`config.mk`:
```
export PLATFORM = sky130hd
export DESIGN_NAME = vmpu_ctrl
export DESIGN_NICKNAME = d
export VERILOG_FILES = /design/src/vmpu_pkg.sv /design/src/vmpu_ctrl.sv
export SDC_FILE = /design/constraint.sdc
export NUM_CORES = 1
export LEC_CHECK = 0
export ABC_AREA = 1
export BUFFER_PORTS_ARGS = -buffer_cell sky130_fd_sc_hd__buf_2
export CAP_MARGIN = 20
export CELL_PAD_IN_SITES_DETAIL_PLACEMENT = 2
export CELL_PAD_IN_SITES_GLOBAL_PLACEMENT = 2
export CORE_MARGIN = 2
export CORE_UTILIZATION = 27
export DETAILED_ROUTE_END_ITERATION = 8
export PLACE_DENSITY_LB_ADDON = 0.1
export SYNTH_ARGS = -nofsm -noshare
export SYNTH_HDL_FRONTEND = slang
export SYNTH_SLANG_ARGS = --single-unit
```
`constraint.sdc`:
```
create_clock -name clk_i -period 1.52 [get_ports clk_i]
set_clock_uncertainty 0.05 [all_clocks]
set_input_delay 0.076 -clock clk_i [delete_from_list [all_inputs] [get_ports clk_i]]
set_output_delay 0.076 -clock clk_i [all_outputs]
set_load 0.05 [all_outputs]
```
`src/vmpu_pkg.sv`:
```
`timescale 1ns / 1ps
// ----------------------------------------------------------------------------
// vmpu_pkg: shared types and constants of the pose update unit
// Command and status types between the controller and the datapath, step
// counts of the iterative units and the CORDIC arctangent table.
// ----------------------------------------------------------------------------
package vmpu_pkg;

  localparam int CordicSteps = 30;
  localparam int MulSteps    = 40;
  localparam int RcpSteps    = 58;
  localparam int DivSteps    = 64;

  localparam logic [39:0] HeadGain   = 40'd183493156455;
  // ceil(2^71 / 15625): exact quotient by 15625 for numerators below 2^57
  localparam logic [57:0] RcpMul     = 58'd151115727451828647;
  localparam logic signed [33:0] CordicStart = 34'sd652032874;

  typedef enum logic [4:0] {
    OP_NONE,
    OP_LOAD,
    OP_COR_INIT0,
    OP_COR_INIT1,
    OP_COR_STEP,
    OP_SAVE0,
    OP_SAVE1,
    OP_MUL_HEAD,
    OP_MUL_STEP,
    OP_HEAD_Q1,
    OP_DIV_X,
    OP_DIV_Y,
    OP_DIV_S,
    OP_DIV_STEP,
    OP_DIVX_DONE,
    OP_DIVY_DONE,
    OP_DIVS_DONE,
    OP_SMUL_X,
    OP_SMUL_Y,
    OP_SMULX_DONE,
    OP_SMULY_DONE,
    OP_UPDATE
  } op_e;

  typedef enum logic [4:0] {
    ST_IDLE,
    ST_COR0_INIT, ST_COR0, ST_SAVE0,
    ST_HMUL_INIT, ST_HMUL, ST_HEAD,
    ST_COR1_INIT, ST_COR1, ST_SAVE1,
    ST_DIVX_INIT, ST_DIVX, ST_DIVX_DONE,
    ST_DIVY_INIT, ST_DIVY, ST_DIVY_DONE,
    ST_DIVS_INIT, ST_DIVS, ST_DIVS_DONE,
    ST_SMX_INIT, ST_SMX, ST_SMX_DONE,
    ST_SMY_INIT, ST_SMY, ST_SMY_DONE,
    ST_UPDATE,
    ST_OUT
  } state_e;

  typedef struct packed {
    op_e        op;
    logic [4:0] idx;
  } cmd_t;

  typedef struct packed {
    logic started;
    logic w_zero;
  } status_t;

  // arctangent of 2^-i in binary-angle units
  function automatic logic [31:0] arc_angle(input logic [4:0] i);
    logic [31:0] r;
    unique case (i)
      5'd0:  r = 32'h20000000;
      5'd1:  r = 32'h12E4051E;
      5'd2:  r = 32'h09FB385B;
      5'd3:  r = 32'h051111D4;
      5'd4:  r = 32'h028B0D43;
      5'd5:  r = 32'h0145D7E1;
      5'd6:  r = 32'h00A2F61E;
      5'd7:  r = 32'h00517C55;
      5'd8:  r = 32'h0028BE53;
      5'd9:  r = 32'h00145F2F;
      5'd10: r = 32'h000A2F98;
      5'd11: r = 32'h000517CC;
      5'd12: r = 32'h00028BE6;
      5'd13: r = 32'h000145F3;
      5'd14: r = 32'h0000A2FA;
      5'd15: r = 32'h0000517D;
      5'd16: r = 32'h000028BE;
      5'd17: r = 32'h0000145F;
      5'd18: r = 32'h00000A30;
      5'd19: r = 32'h00000518;
      5'd20: r = 32'h0000028C;
      5'd21: r = 32'h00000146;
      5'd22: r = 32'h000000A3;
      5'd23: r = 32'h00000051;
      5'd24: r = 32'h00000029;
      5'd25: r = 32'h00000014;
      5'd26: r = 32'h0000000A;
      5'd27: r = 32'h00000005;
      5'd28: r = 32'h00000003;
      5'd29: r = 32'h00000001;
      default: r = 32'h00000000;
    endcase
    return r;
  endfunction

endpackage

```
`src/vmpu_ctrl.sv`:
```
`timescale 1ns / 1ps
// ----------------------------------------------------------------------------
// vmpu_ctrl: sequencer of the pose update unit
// Walks one sample through CORDIC, multiply and divide phases and issues one
// datapath command per cycle.
// ----------------------------------------------------------------------------
module vmpu_ctrl
  import vmpu_pkg::*;
(
  input  logic    clk_i,
  input  logic    rst_ni,
  input  logic    in_valid_i,
  output logic    in_stall_o,
  output logic    out_valid_o,
  input  logic    out_stall_i,
  input  status_t status_i,
  output cmd_t    cmd_o
);

  state_e     state_q, state_d;
  logic [5:0] cnt_q, cnt_d;

  always_ff @(posedge clk_i or negedge rst_ni) begin
    if (!rst_ni) begin
      state_q <= ST_IDLE;
      cnt_q   <= '0;
    end else begin
      state_q <= state_d;
      cnt_q   <= cnt_d;
    end
  end

  always_comb begin
    state_d     = state_q;
    cnt_d       = cnt_q + 6'd1;
    cmd_o.op    = OP_NONE;
    cmd_o.idx   = cnt_q[4:0];
    in_stall_o  = (state_q != ST_IDLE);
    out_valid_o = (state_q == ST_OUT);
    unique case (state_q)
      ST_IDLE: begin
        cnt_d = '0;
        if (in_valid_i) begin
          cmd_o.op = OP_LOAD;
          state_d  = status_i.started ? ST_COR0_INIT : ST_OUT;
        end
      end
      ST_COR0_INIT: begin
        cmd_o.op = OP_COR_INIT0; cnt_d = '0; state_d = ST_COR0;
      end
      ST_COR0: begin
        cmd_o.op = OP_COR_STEP;
        if (cnt_q == 6'(CordicSteps - 1)) state_d = ST_SAVE0;
      end
      ST_SAVE0: begin
        cmd_o.op = OP_SAVE0;
        state_d  = status_i.w_zero ? ST_DIVS_INIT : ST_HMUL_INIT;
      end
      ST_HMUL_INIT: begin
        cmd_o.op = OP_MUL_HEAD; cnt_d = '0; state_d = ST_HMUL;
      end
      ST_HMUL: begin
        cmd_o.op = OP_MUL_STEP;
        if (cnt_q == 6'(MulSteps - 1)) state_d = ST_HEAD;
      end
      ST_HEAD: begin
        cmd_o.op = OP_HEAD_Q1; state_d = ST_COR1_INIT;
      end
      ST_COR1_INIT: begin
        cmd_o.op = OP_COR_INIT1; cnt_d = '0; state_d = ST_COR1;
      end
      ST_COR1: begin
        cmd_o.op = OP_COR_STEP;
        if (cnt_q == 6'(CordicSteps - 1)) state_d = ST_SAVE1;
      end
      ST_SAVE1: begin
        cmd_o.op = OP_SAVE1; state_d = ST_DIVX_INIT;
      end
      ST_DIVX_INIT: begin
        cmd_o.op = OP_DIV_X; cnt_d = '0; state_d = ST_DIVX;
      end
      ST_DIVX: begin
        cmd_o.op = OP_DIV_STEP;
        if (cnt_q == 6'(DivSteps - 1)) state_d = ST_DIVX_DONE;
      end
      ST_DIVX_DONE: begin
        cmd_o.op = OP_DIVX_DONE; state_d = ST_DIVY_INIT;
      end
      ST_DIVY_INIT: begin
        cmd_o.op = OP_DIV_Y; cnt_d = '0; state_d = ST_DIVY;
      end
      ST_DIVY: begin
        cmd_o.op = OP_DIV_STEP;
        if (cnt_q == 6'(DivSteps - 1)) state_d = ST_DIVY_DONE;
      end
      ST_DIVY_DONE: begin
        cmd_o.op = OP_DIVY_DONE; state_d = ST_UPDATE;
      end
      ST_DIVS_INIT: begin
        cmd_o.op = OP_DIV_S; cnt_d = '0; state_d = ST_DIVS;
      end
      ST_DIVS: begin
        // reciprocal multiply on the shared shift-add unit
        cmd_o.op = OP_MUL_STEP;
        if (cnt_q == 6'(RcpSteps - 1)) state_d = ST_DIVS_DONE;
      end
      ST_DIVS_DONE: begin
        cmd_o.op = OP_DIVS_DONE; state_d = ST_SMX_INIT;
      end
      ST_SMX_INIT: begin
        cmd_o.op = OP_SMUL_X; cnt_d = '0; state_d = ST_SMX;
      end
      ST_SMX: begin
        cmd_o.op = OP_MUL_STEP;
        if (cnt_q == 6'(MulSteps - 1)) state_d = ST_SMX_DONE;
      end
      ST_SMX_DONE: begin
        cmd_o.op = OP_SMULX_DONE; state_d = ST_SMY_INIT;
      end
      ST_SMY_INIT: begin
        cmd_o.op = OP_SMUL_Y; cnt_d = '0; state_d = ST_SMY;
      end
      ST_SMY: begin
        cmd_o.op = OP_MUL_STEP;
        if (cnt_q == 6'(MulSteps - 1)) state_d = ST_SMY_DONE;
      end
      ST_SMY_DONE: begin
        cmd_o.op = OP_SMULY_DONE; state_d = ST_UPDATE;
      end
      ST_UPDATE: begin
        cmd_o.op = OP_UPDATE; state_d = ST_OUT;
      end
      ST_OUT: begin
        if (!out_stall_i) state_d = ST_IDLE;
      end
      default: state_d = ST_IDLE;
    endcase
  end

endmodule

```
==> metrics.yaml, run 1 <==
run_status:
  outcome: "did not finish"
  haltStage: "5_1_grt"
  firstError: "[ERROR DPL-0033] detailed placement checks failed during check placement."
yosys:
  netlist_instances: 212
  ys_types: 26
  async_reset_ff_share_pct: 100
  synth.ff_latch_count: 11
  syn_nets: 220
  synth_ff_type: "dfrtp_1"
  synth_edf_count: 0
  ys_seq_area_share_pct: 21.7
  synth_warnings: 0
  synth_area_per_cell_um2: 5.97
  synthesis.area_um2: 1270
die:
  ios: 18
  die_y_um: 72.5
  initial_core_util_pct: 28.5
  rows: 24
  die_w_um: 72.5
placement:
  numPortBuffers: 17
  gp_congestion: 0.860
  pre_cts_ws_ns: -0.298
  place_area_um2: 1790
  post-dp-hpwl_um: 5260
global_routing:
  grt_max_degree: 12
  grt_antenna_before_repair: 0
cts:
  cts_made_buffers: 3
  h-tree-depth: 1
  cts_root_buf: "clkbuf_8"
  cts.path.max_buffers: 2
  clock-sinks: 11
sta:
  worst-ep-kind: "primary output"
  grt_repair_worst_endpoint: "cmd_o[6]"
-- what timing repair did --
action                                  4_1_cts
hold buffers                                  1
hold endpoints to repair                     11
setup buffers                                12
pin swaps                                    14
endpoints found under the setup margin       18
resized for setup                            63
-- synth_stat cells (2+ instances only) --
cell type  count  share of area (%)
inv_2          5                1.5
nand4_1        7                3.5
nor3_1         2               0.79
a21oi_1        5                2.0
dfrtp_1       11                 22
nor2_4         4                3.6
nand2_4        3                2.7
ha_1           2                2.0
nor2_2         5                2.5
xnor2_1        2                1.4
nand2_1       64                 19
nand3_2        2                1.6
nor2_1        39                 12
buf_4          7                4.2
xor2_1         2                1.4
nand2_2        5                2.5
nand3_1       25                9.9
inv_1         14                4.2
-- cell families after synthesis --
| kind of cell | share of synthesized area [%] |
|---|---|
| and+or+nand+nor | 59.4 |
| buffers and inverters | 10.2 |
| DFF | 21.7 |
| AOI/OAI and AO/OA | 3.95 |
| xor gates and xnor gates | 2.77 |
| adders and majority gates | 1.98 |
-- metrics by stage --
step | hold WS [ns] | cells
floorplan | -0.270 | 212
global placement | -0.0957 | 322
detailed placement | -0.0884 | 322
CTS | 0.189 | 338
==> inputs of run 2 (changes only) <==
--- a/config.mk
+++ b/config.mk
@@ -8,12 +8,10 @@
 export ABC_AREA = 1
 export BUFFER_PORTS_ARGS = -buffer_cell sky130_fd_sc_hd__buf_2
 export CAP_MARGIN = 20
-export CELL_PAD_IN_SITES_DETAIL_PLACEMENT = 2
-export CELL_PAD_IN_SITES_GLOBAL_PLACEMENT = 2
 export CORE_MARGIN = 2
-export CORE_UTILIZATION = 27
+export CORE_UTILIZATION = 28
 export DETAILED_ROUTE_END_ITERATION = 8
-export PLACE_DENSITY_LB_ADDON = 0.1
+export PLACE_DENSITY_LB_ADDON = 0.15
 export SYNTH_ARGS = -nofsm -noshare
 export SYNTH_HDL_FRONTEND = slang
 export SYNTH_SLANG_ARGS = --single-unit
==> constraint.sdc (replaced) <==
create_clock -name clk_i -period 2 [get_ports clk_i]
set_clock_uncertainty 0.05 [all_clocks]
set_input_delay 0.1 -clock clk_i [delete_from_list [all_inputs] [get_ports clk_i]]
set_output_delay 0.1 -clock clk_i [all_outputs]
set_load 0.05 [all_outputs]
==> metrics.yaml, run 2 <==
run_status:
  outcome: "completed"
cts:
  clk_pin_slew_ns: 0.05
  cts_tree: "done"
  cts_root_buf: "clkbuf_8"
  cts.path.max_buffers: 2
  clk_latency_ns: 0.24
  clock-sinks: 11
  cts_made_buffers: 3
  h-tree-depth: 1
die:
  core-area_um2: 4350
  ios: 18
  rows: 24
  die_y_um: 71.2
  initial_core_util_pct: 29.1
  dieArea_um2: 5080
  die_w_um: 71.2
finish:
  num_antenna_cells: 0
  largest_reg_flops: 6
  nNetsFinal: 239
  final_common_cell: "nand2_1"
  reg_top3: "cnt_q (6), state_q (5)"
  regMostFlops: "cnt_q"
  drive_above_1_share_pct: 25.7
  post-route-util_pct: 33.9
  area_growth_pct: 16.7
  final_cell_mix: "nand2_1, nor2_1, nand3_1"
yosys:
  synth_ff_type: "dfrtp_1"
  synth_warnings: 0
  synth_area_per_cell_um2: 5.97
  netlist_instances: 212
  synth_commonest_cells: "nand2_1, nor2_1, nand3_1"
  yosys.area.top_type: "dfrtp_1"
  ys_seq_area_share_pct: 21.7
  yosysMostFrequentCell: "nand2_1"
  synthesis.area_um2: 1270
  yosys-top-cells-area: "dfrtp_1, nand2_1, nor2_1"
  synth.ff_latch_count: 11
  async_reset_ff_share_pct: 100
  synth_edf_count: 0
  netlist.area_leader.share_pct: 21.7
  syn_nets: 220
  ys_types: 26
placement:
  pre_cts_ws_ns: 0.229
  numPortBuffers: 17
  post-dp-hpwl_um: 3000
  gp_congestion: 0.908
drt:
  post_drt_wl_per_cell_um: 13.3
  route.detailed.drc: 0
  first_iter_violations: 166
  viasPerCell: 5.05
  wirelength_um: 3740
  via_count: 1425
  drt.antenna.violating_nets: 0
  dr.pass1.iters: 5
global_routing:
  grt_pass1_wl_um: 6200
  grt_max_degree: 14
  grtUsageTotal_pct: 15.3
  grt-ovfl-total: 0
  grt_pass1_vias: 1331
  grt_antenna_before_repair: 0
worst_setup_path:
  worst_setup_path_start_kind: "flop"
  cp_max_fo: 7
  critical_path_arrival_ns: 1.77
  crit_type: "flop to output port"
  worstSetupEndpointType: "output port"
  timing.rr.start: "state_q[4]"
  cp.required_ns: 1.85
  timing.critical_path.from: "state_q[0]"
sta:
  setup_slack_ns: 0.0763
  max_slew.worst_pin.slew_ns: 0.285
  finalWorstPathRequiredPeriod_ns: 1.92
  fin_setup_tns_ns: 0
  fmax_mhz: 520
  rsz0062_at_grt: "true"
  whs_ns: 0.212
  slew_viol_final: 0
  slew_headroom_pct: 80.9
  setup_viol: 0
  hold_violations: 0
  period_share_pct: 96.2
power_and_ir_drop:
  power_density_nw_per_um2: 1900
  p_leak_nw: 0.805
  vdd_ir_drop_max_mv: 0.694
  total_power_mw: 2.80
min_path:
  hold_path.class: "input port to async pin"
flow_run:
  maxCapViolations: 0
==> run 2: final cells by class <==
cell class | count | area [um^2]
fill | 482 | 2880
multi-input combinational | 174 | 882
sequential | 11 | 280
timing repair buffer | 22 | 130
inverter | 19 | 75.1
tap | 52 | 65.1
clock buffer | 4 | 45.0
==> run 2: final timing paths <==
check | cells after the start | slack [ns] | to
worst max register to register | 7 | 0.28 | cnt_q[3]
worst min-delay path | 2 | 0.21 | cnt_q[4]
min in group clk_i | 6 | 0.28 | state_q[1]
worst min register to register | 1 | 0.47 | cnt_q[0]
max in group asynchronous | 2 | 1.46 | state_q[1]
worst max-delay path | 9 | 0.08 | cmd_o[6]
==> run 2: critical path: stages (launching register included) <==
cell,delay (ns)
dfrtp_2,0.45
inv_1,0.06
nand2_1,0.12
nor2_2,0.09
nand2_2,0.11
nand2_1,0.07
nor2_1,0.09
nand4_1,0.07
or2_2,0.27
clkbuf_4,0.21
==> run 2: power by group <==
group / switching, mW / internal (mW)
Clock: 0.0810 / 0.140
Sequential: 0.128 / 0.314
Combinational: 1.54 / 0.604
Total: 1.74 / 1.06
==> run 2: routing by layer <==
layer	share of wire [%]	up-vias	GRT usage [%]	wire length, um
li1	-	709	-	-
met1	44	634	19.4	1640
met4	4.2	0	9.22	157
met5	0	-	0	0
met3	5.6	18	1.83	211
met2	46	64	24.8	1740
==> run 2: cells by family after synthesis <==
kind of cell	synth area share, %
flip-flops	21.7
AND/OR/NAND/NOR	59.4
adder cells (fa/ha/maj)	1.98
XOR/XNOR	2.77
buffers and inverters	10.2
AO/OA/AOI/OAI	3.95
==> run 2: timing repair <==
action                                  4_1_cts  5_1_grt
hold buffers                                  1        0
endpoints found under the setup margin        3        4
buffers inserted                              0        2
resized for setup                             2       12
gates cloned                                  0        0
hold endpoints to repair                     11        0
==> run 2: stage by stage <==
step           std cells  instance area [um^2]
5_1_grt              282                  1480
3_3_place_gp         275                  1370
2_1_floorplan        212                  1270
6_report             282                  1480
3_5_place_dp         275                  1370
4_1_cts              280                  1440
Note: power is estimated with default switching activity, not from simulation.
==> inputs of run 3 (changes only) <==
--- a/config.mk
+++ b/config.mk
@@ -8,6 +8,8 @@
 export ABC_AREA = 1
 export BUFFER_PORTS_ARGS = -buffer_cell sky130_fd_sc_hd__buf_2
 export CAP_MARGIN = 20
+export CELL_PAD_IN_SITES_DETAIL_PLACEMENT = 1
+export CELL_PAD_IN_SITES_GLOBAL_PLACEMENT = 2
 export CORE_MARGIN = 2
 export CORE_UTILIZATION = 28
 export DETAILED_ROUTE_END_ITERATION = 8
==> metrics.yaml, run 3 (synthesis gave the netlist of run 2 again) <==
power_and_ir_drop:
  intPower_mw: 1.16
  p_comb_share_pct: 78.0
  seq_power_share_pct: 14.8
  vdd_ir_drop_max_mv: 0.948
  p_leak_nw: 0.849
  p_clk_share_pct: 7.2
  power_density_nw_per_um2: 1950
  switching_share_pct: 61.7
  power_switching_mw: 1.87
drt:
  dr.pass1.iters: 4
  first_iter_violations: 67
  drt.antenna.violating_nets: 0
  route.detailed.drc: 0
  post_drt_wl_per_cell_um: 16.4
  viasPerCell: 5.16
  wirelength_um: 4670
  via_count: 1472
global_routing:
  grt-ovfl-total: 0
  use_met3_pct: 1.83
  met2_usage_pct: 35.3
  grt_max_degree: 12
  grtUsageTotal_pct: 18.3
  busiest_layer: "met2"
  grt_pass1_vias: 1494
  grt_antenna_before_repair: 0
  grtUsageMet1_pct: 20.5
  grt_pass1_wl_um: 7150
placement:
  placed_cells: 277
  gp_congestion: 0.882
  post-dp-hpwl_um: 3940
  numPortBuffers: 17
  pre_cts_ws_ns: 0.0896
worst_setup_path:
  cp_max_fo: 6
  r2r_end: "state_q[1]"
  worst_setup_path_start_kind: "flop"
  crit_type: "flop to output port"
  cp.required_ns: 1.85
  reg2reg_depth: 10
  worstSetupEndpointType: "output port"
  timing.rr.start: "cnt_q[0]"
  critical_path_arrival_ns: 1.77
  r2r_setup_slack_ns: 0.26
sta:
  hold_violations: 0
  finalWorstPathRequiredPeriod_ns: 1.92
  setup_slack_ns: 0.0778
  slew_viol_final: 0
  rsz0062_at_grt: "true"
  max_slew.worst_pin.slew_ns: 0.285
  slew_headroom_pct: 81.0
  whs_ns: 0.212
  setup_viol: 0
  period_share_pct: 96.1
  fmax_mhz: 520
flow_run:
  maxCapViolations: 0
cts:
  cts.path.max_buffers: 2
  cts_made_buffers: 3
  cts_tree: "done"
  h-tree-depth: 1
  clock-sinks: 11
  clk_pin_slew_ns: 0.05
  cts_root_buf: "clkbuf_8"
  clk_latency_ns: 0.24
finish:
  drive_above_1_share_pct: 29.2
  reg_top3: "cnt_q (6), state_q (5)"
  regMostFlops: "cnt_q"
  area_growth_pct: 22.7
  num_antenna_cells: 0
  nNetsFinal: 242
  final-instance-count-excl-fill: 285
  final_cell_mix: "nand2_1, nor2_1, nand3_1"
  largest_reg_flops: 6
  final_common_cell: "nand2_1"
die:
  core-area_um2: 4350
  dieArea_um2: 5080
  ios: 18
  die_y_um: 71.2
  initial_core_util_pct: 29.1
  rows: 24
  die_w_um: 71.2
min_path:
  hold_path.class: "input port to async pin"
run_status:
  outcome: "completed"
[run 3: cell count changes in the layout (fill, tap and decap cells not counted), sizes merged]
cell      change
inv           +1
clkinvlp      -1
clkbuf        -2
clkinv        +1
buf           +4
[run 3: worst max path at each step]
stage                     cells after the start       start        to
after CTS                                     9  state_q[1]  cmd_o[5]
after global placement                        8  state_q[0]  cmd_o[8]
final                                         7  state_q[2]  cmd_o[7]
after global routing                          9  state_q[0]  cmd_o[6]
after detailed placement                      9  state_q[0]  cmd_o[6]
after floorplan                               6  state_q[1]  cnt_q[0]
[run 3: layer usage]
metal,vias to the layer above,share of wire [%]
met1,713,42
li1,719,-
met4,0,2.2
met2,30,53
met5,-,0
met3,10,3.0
[run 3: stage by stage]
stage | util [%] | total power [mW] | instance area [um^2] | setup TNS [ns]
6_report | 35.7 | 3.03 | 1550 | 0
5_1_grt | 35.7 | 3.23 | 1550 | -0.00489
4_1_cts | 33.5 | 2.82 | 1460 | 0
3_5_place_dp | 31.9 | 2.56 | 1390 | 0
3_3_place_gp | 31.9 | 2.53 | 1390 | 0
2_1_floorplan | - | 2.04 | 1270 | 0
[run 3: worst max-delay path, stage by stage (launching register included)]
cell and delay (ns):
dfrtp_2 0.44, buf_4 0.17, nor2_4 0.24, nand3_1 0.12, nand2_1 0.14, nor2_1 0.08
nand3_1 0.08, buf_2 0.26
[run 3: what timing repair did]
action	in CTS	in global routing
resized for setup	5	24
buffers inserted	0	3
hold buffers	1	0
pin swaps	0	1
hold endpoints to repair	11	0
endpoints found under the setup margin	2	4
[run 3: area by class of cell]
cell class,instances,area [um^2]
clock buffers,3,41.3
clock inverters,1,5.00
fillers,573,2800
inverters,19,73.8
multi-input cells,174,922
flip-flops and latches,11,280
well taps,52,65.1
repair buffers,25,166
[run 3: power by group through the flow]
| stage | combinational, mW | sequential (mW) | clock (mW) |
|---|---|---|---|
| detailed placement | 2.14 | 0.425 | 0 |
| CTS | 2.17 | 0.426 | 0.228 |
| global route | 2.52 | 0.457 | 0.245 |
| floorplan | 1.65 | 0.391 | 0 |
| finish | 2.36 | 0.448 | 0.219 |
| global placement | 2.11 | 0.417 | 0 |
==> inputs of run 4 (changes only) <==
--- a/config.mk
+++ b/config.mk
@@ -12,6 +12,7 @@
 export CELL_PAD_IN_SITES_GLOBAL_PLACEMENT = 2
 export CORE_MARGIN = 2
 export CORE_UTILIZATION = 28
+export CTS_BUF_LIST = sky130_fd_sc_hd__clkbuf_4
 export DETAILED_ROUTE_END_ITERATION = 8
 export PLACE_DENSITY_LB_ADDON = 0.15
 export SYNTH_ARGS = -nofsm -noshare
==> metrics.yaml, run 4 (synthesis gave the netlist of run 2 again) <==
die:
  dieArea_um2: 5080
  core-area_um2: 4350
  die_w_um: 71.2
  ios: 18
  die_y_um: 71.2
  rows: 24
  initial_core_util_pct: 29.1
cts:
  clk_pin_slew_ns: 0.07
  cts_tree: "done"
  cts_made_buffers: 3
  h-tree-depth: 1
  cts_root_buf: "clkbuf_4"
  clk_latency_ns: 0.27
  cts.path.max_buffers: 2
  clock-sinks: 11
finish:
  nNetsFinal: 244
  reg_top3: "cnt_q (6), state_q (5)"
  largest_reg_flops: 6
  post-route-util_pct: 36.1
  final_cell_mix: "nand2_1, nor2_1, nand3_1"
  area_growth_pct: 24.1
  regMostFlops: "cnt_q"
  drive_above_1_share_pct: 31.9
  final_common_cell: "nand2_1"
  final_area_um2: 1570
  num_antenna_cells: 0
  final-instance-count-excl-fill: 287
global_routing:
  grt_pass1_wl_um: 7110
  grt_antenna_before_repair: 0
  grt-ovfl-total: 0
  grt_pass1_vias: 1490
  grt_max_degree: 12
  grtUsageTotal_pct: 18.3
drt:
  route.detailed.drc: 0
  via_count: 1468
  viasPerCell: 5.11
  dr.pass1.iters: 4
  post_drt_wl_per_cell_um: 16.2
  first_iter_violations: 74
  wirelength_um: 4660
  drt.antenna.violating_nets: 0
sta:
  setup_viol: 0
  max_slew.worst_pin.slew_ns: 0.291
  fin_setup_tns_ns: 0
  finalWorstPathRequiredPeriod_ns: 1.94
  hold_violations: 0
  period_share_pct: 97.0
  whs_ns: 0.174
  fmax_mhz: 515
  slew_viol_final: 0
  slew_headroom_pct: 80.6
placement:
  placed_cells: 277
  post-dp-hpwl_um: 3940
  place_area_um2: 1390
  numPortBuffers: 17
  gp_congestion: 0.882
worst_setup_path:
  max_stage_delay_ns: 0.45
  crit_type: "flop to output port"
  path_cells: "buf_4, nand2_4, nor2_2, nand2_2, nand3_4, a211oi_4, nand3_1, buf_6"
  worst_setup_path_start_kind: "flop"
  critical_path_arrival_ns: 1.79
  cp_max_fo: 5
  cp.required_ns: 1.85
  cpMaxStageDelayCell: "dfrtp_2"
  worstSetupEndpointType: "output port"
power_and_ir_drop:
  seq_power_share_pct: 14.7
  power_density_nw_per_um2: 1920
  p_comb_share_pct: 80.3
  vdd_ir_drop_max_mv: 0.903
  switching_share_pct: 61.8
  power_switching_mw: 1.87
  p_leak_nw: 0.852
  intPower_mw: 1.15
  p_clk_share_pct: 5.0
min_path:
  hold_path.class: "input port to async pin"
flow_run:
  maxCapViolations: 0
run_status:
  outcome: "completed"
[run 4: final timing paths]
kind / startpoint / endpoint / slack [ns] / cells after the start
worst min-delay path: rst_ni / cnt_q[2] / 0.17 / 2
worst min register to register: cnt_q[0] / cnt_q[0] / 0.47 / 1
min in group clk_i: out_stall_i / state_q[1] / 0.26 / 6
worst max-delay path: state_q[2] / cmd_o[8] / 0.06 / 8
max in group asynchronous: rst_ni / state_q[1] / 1.50 / 2
worst max register to register: cnt_q[0] / state_q[1] / 0.26 / 10
[run 4: timing repair]
item,4_1_cts,5_1_grt
resized for setup,6,30
hold endpoints to repair,11,0
hold buffers,1,0
setup endpoints to repair,4,5
pin swaps,0,5
setup buffers,0,5
gates cloned,0,0
[run 4: power by group through the flow]
stage / clock, mW / combinational, mW / sequential [mW]
after floorplan: 0 / 1.65 / 0.391
after global placement: 0 / 2.11 / 0.417
after detailed placement: 0 / 2.14 / 0.425
after CTS: 0.158 / 2.18 / 0.425
after global routing: 0.172 / 2.61 / 0.458
final: 0.150 / 2.43 / 0.445
[run 4: per-layer routing]
layer | routed length (um) | up-vias | track usage, % | share of wire, %
li1 | - | 719 | - | -
met5 | 0 | - | 0 | 0
met2 | 2490 | 42 | 35.4 | 53
met4 | 133 | 0 | 6.50 | 2.9
met1 | 1840 | 695 | 20.2 | 39
met3 | 199 | 12 | 2.25 | 4.3
[run 4: final cells by class]
type / count / area, um^2
Multi-Input combinational cell: 174 / 937
Clock buffer: 3 / 22.5
Timing Repair Buffer: 27 / 188
Tap cell: 52 / 65.1
Clock inverter: 1 / 5.00
Sequential cell: 11 / 280
Inverter: 19 / 73.8
Fill cell: 579 / 2780
[run 4: through the flow]
stage	setup slack [ns]	power (mW)
finish	0.0594	3.02
global route	-0.00990	3.24
CTS	-0.0239	2.76
detailed placement	0.0896	2.56
global placement	0.0521	2.53
floorplan	0.224	2.04
[run 4: critical path: cells and delay by family (launching register included)]
family	cells	cell delay, ns
and+or+nand+nor	5	0.48
DFF	1	0.45
AOI/OAI and AO/OA	1	0.24
buffers and inverters	2	0.34
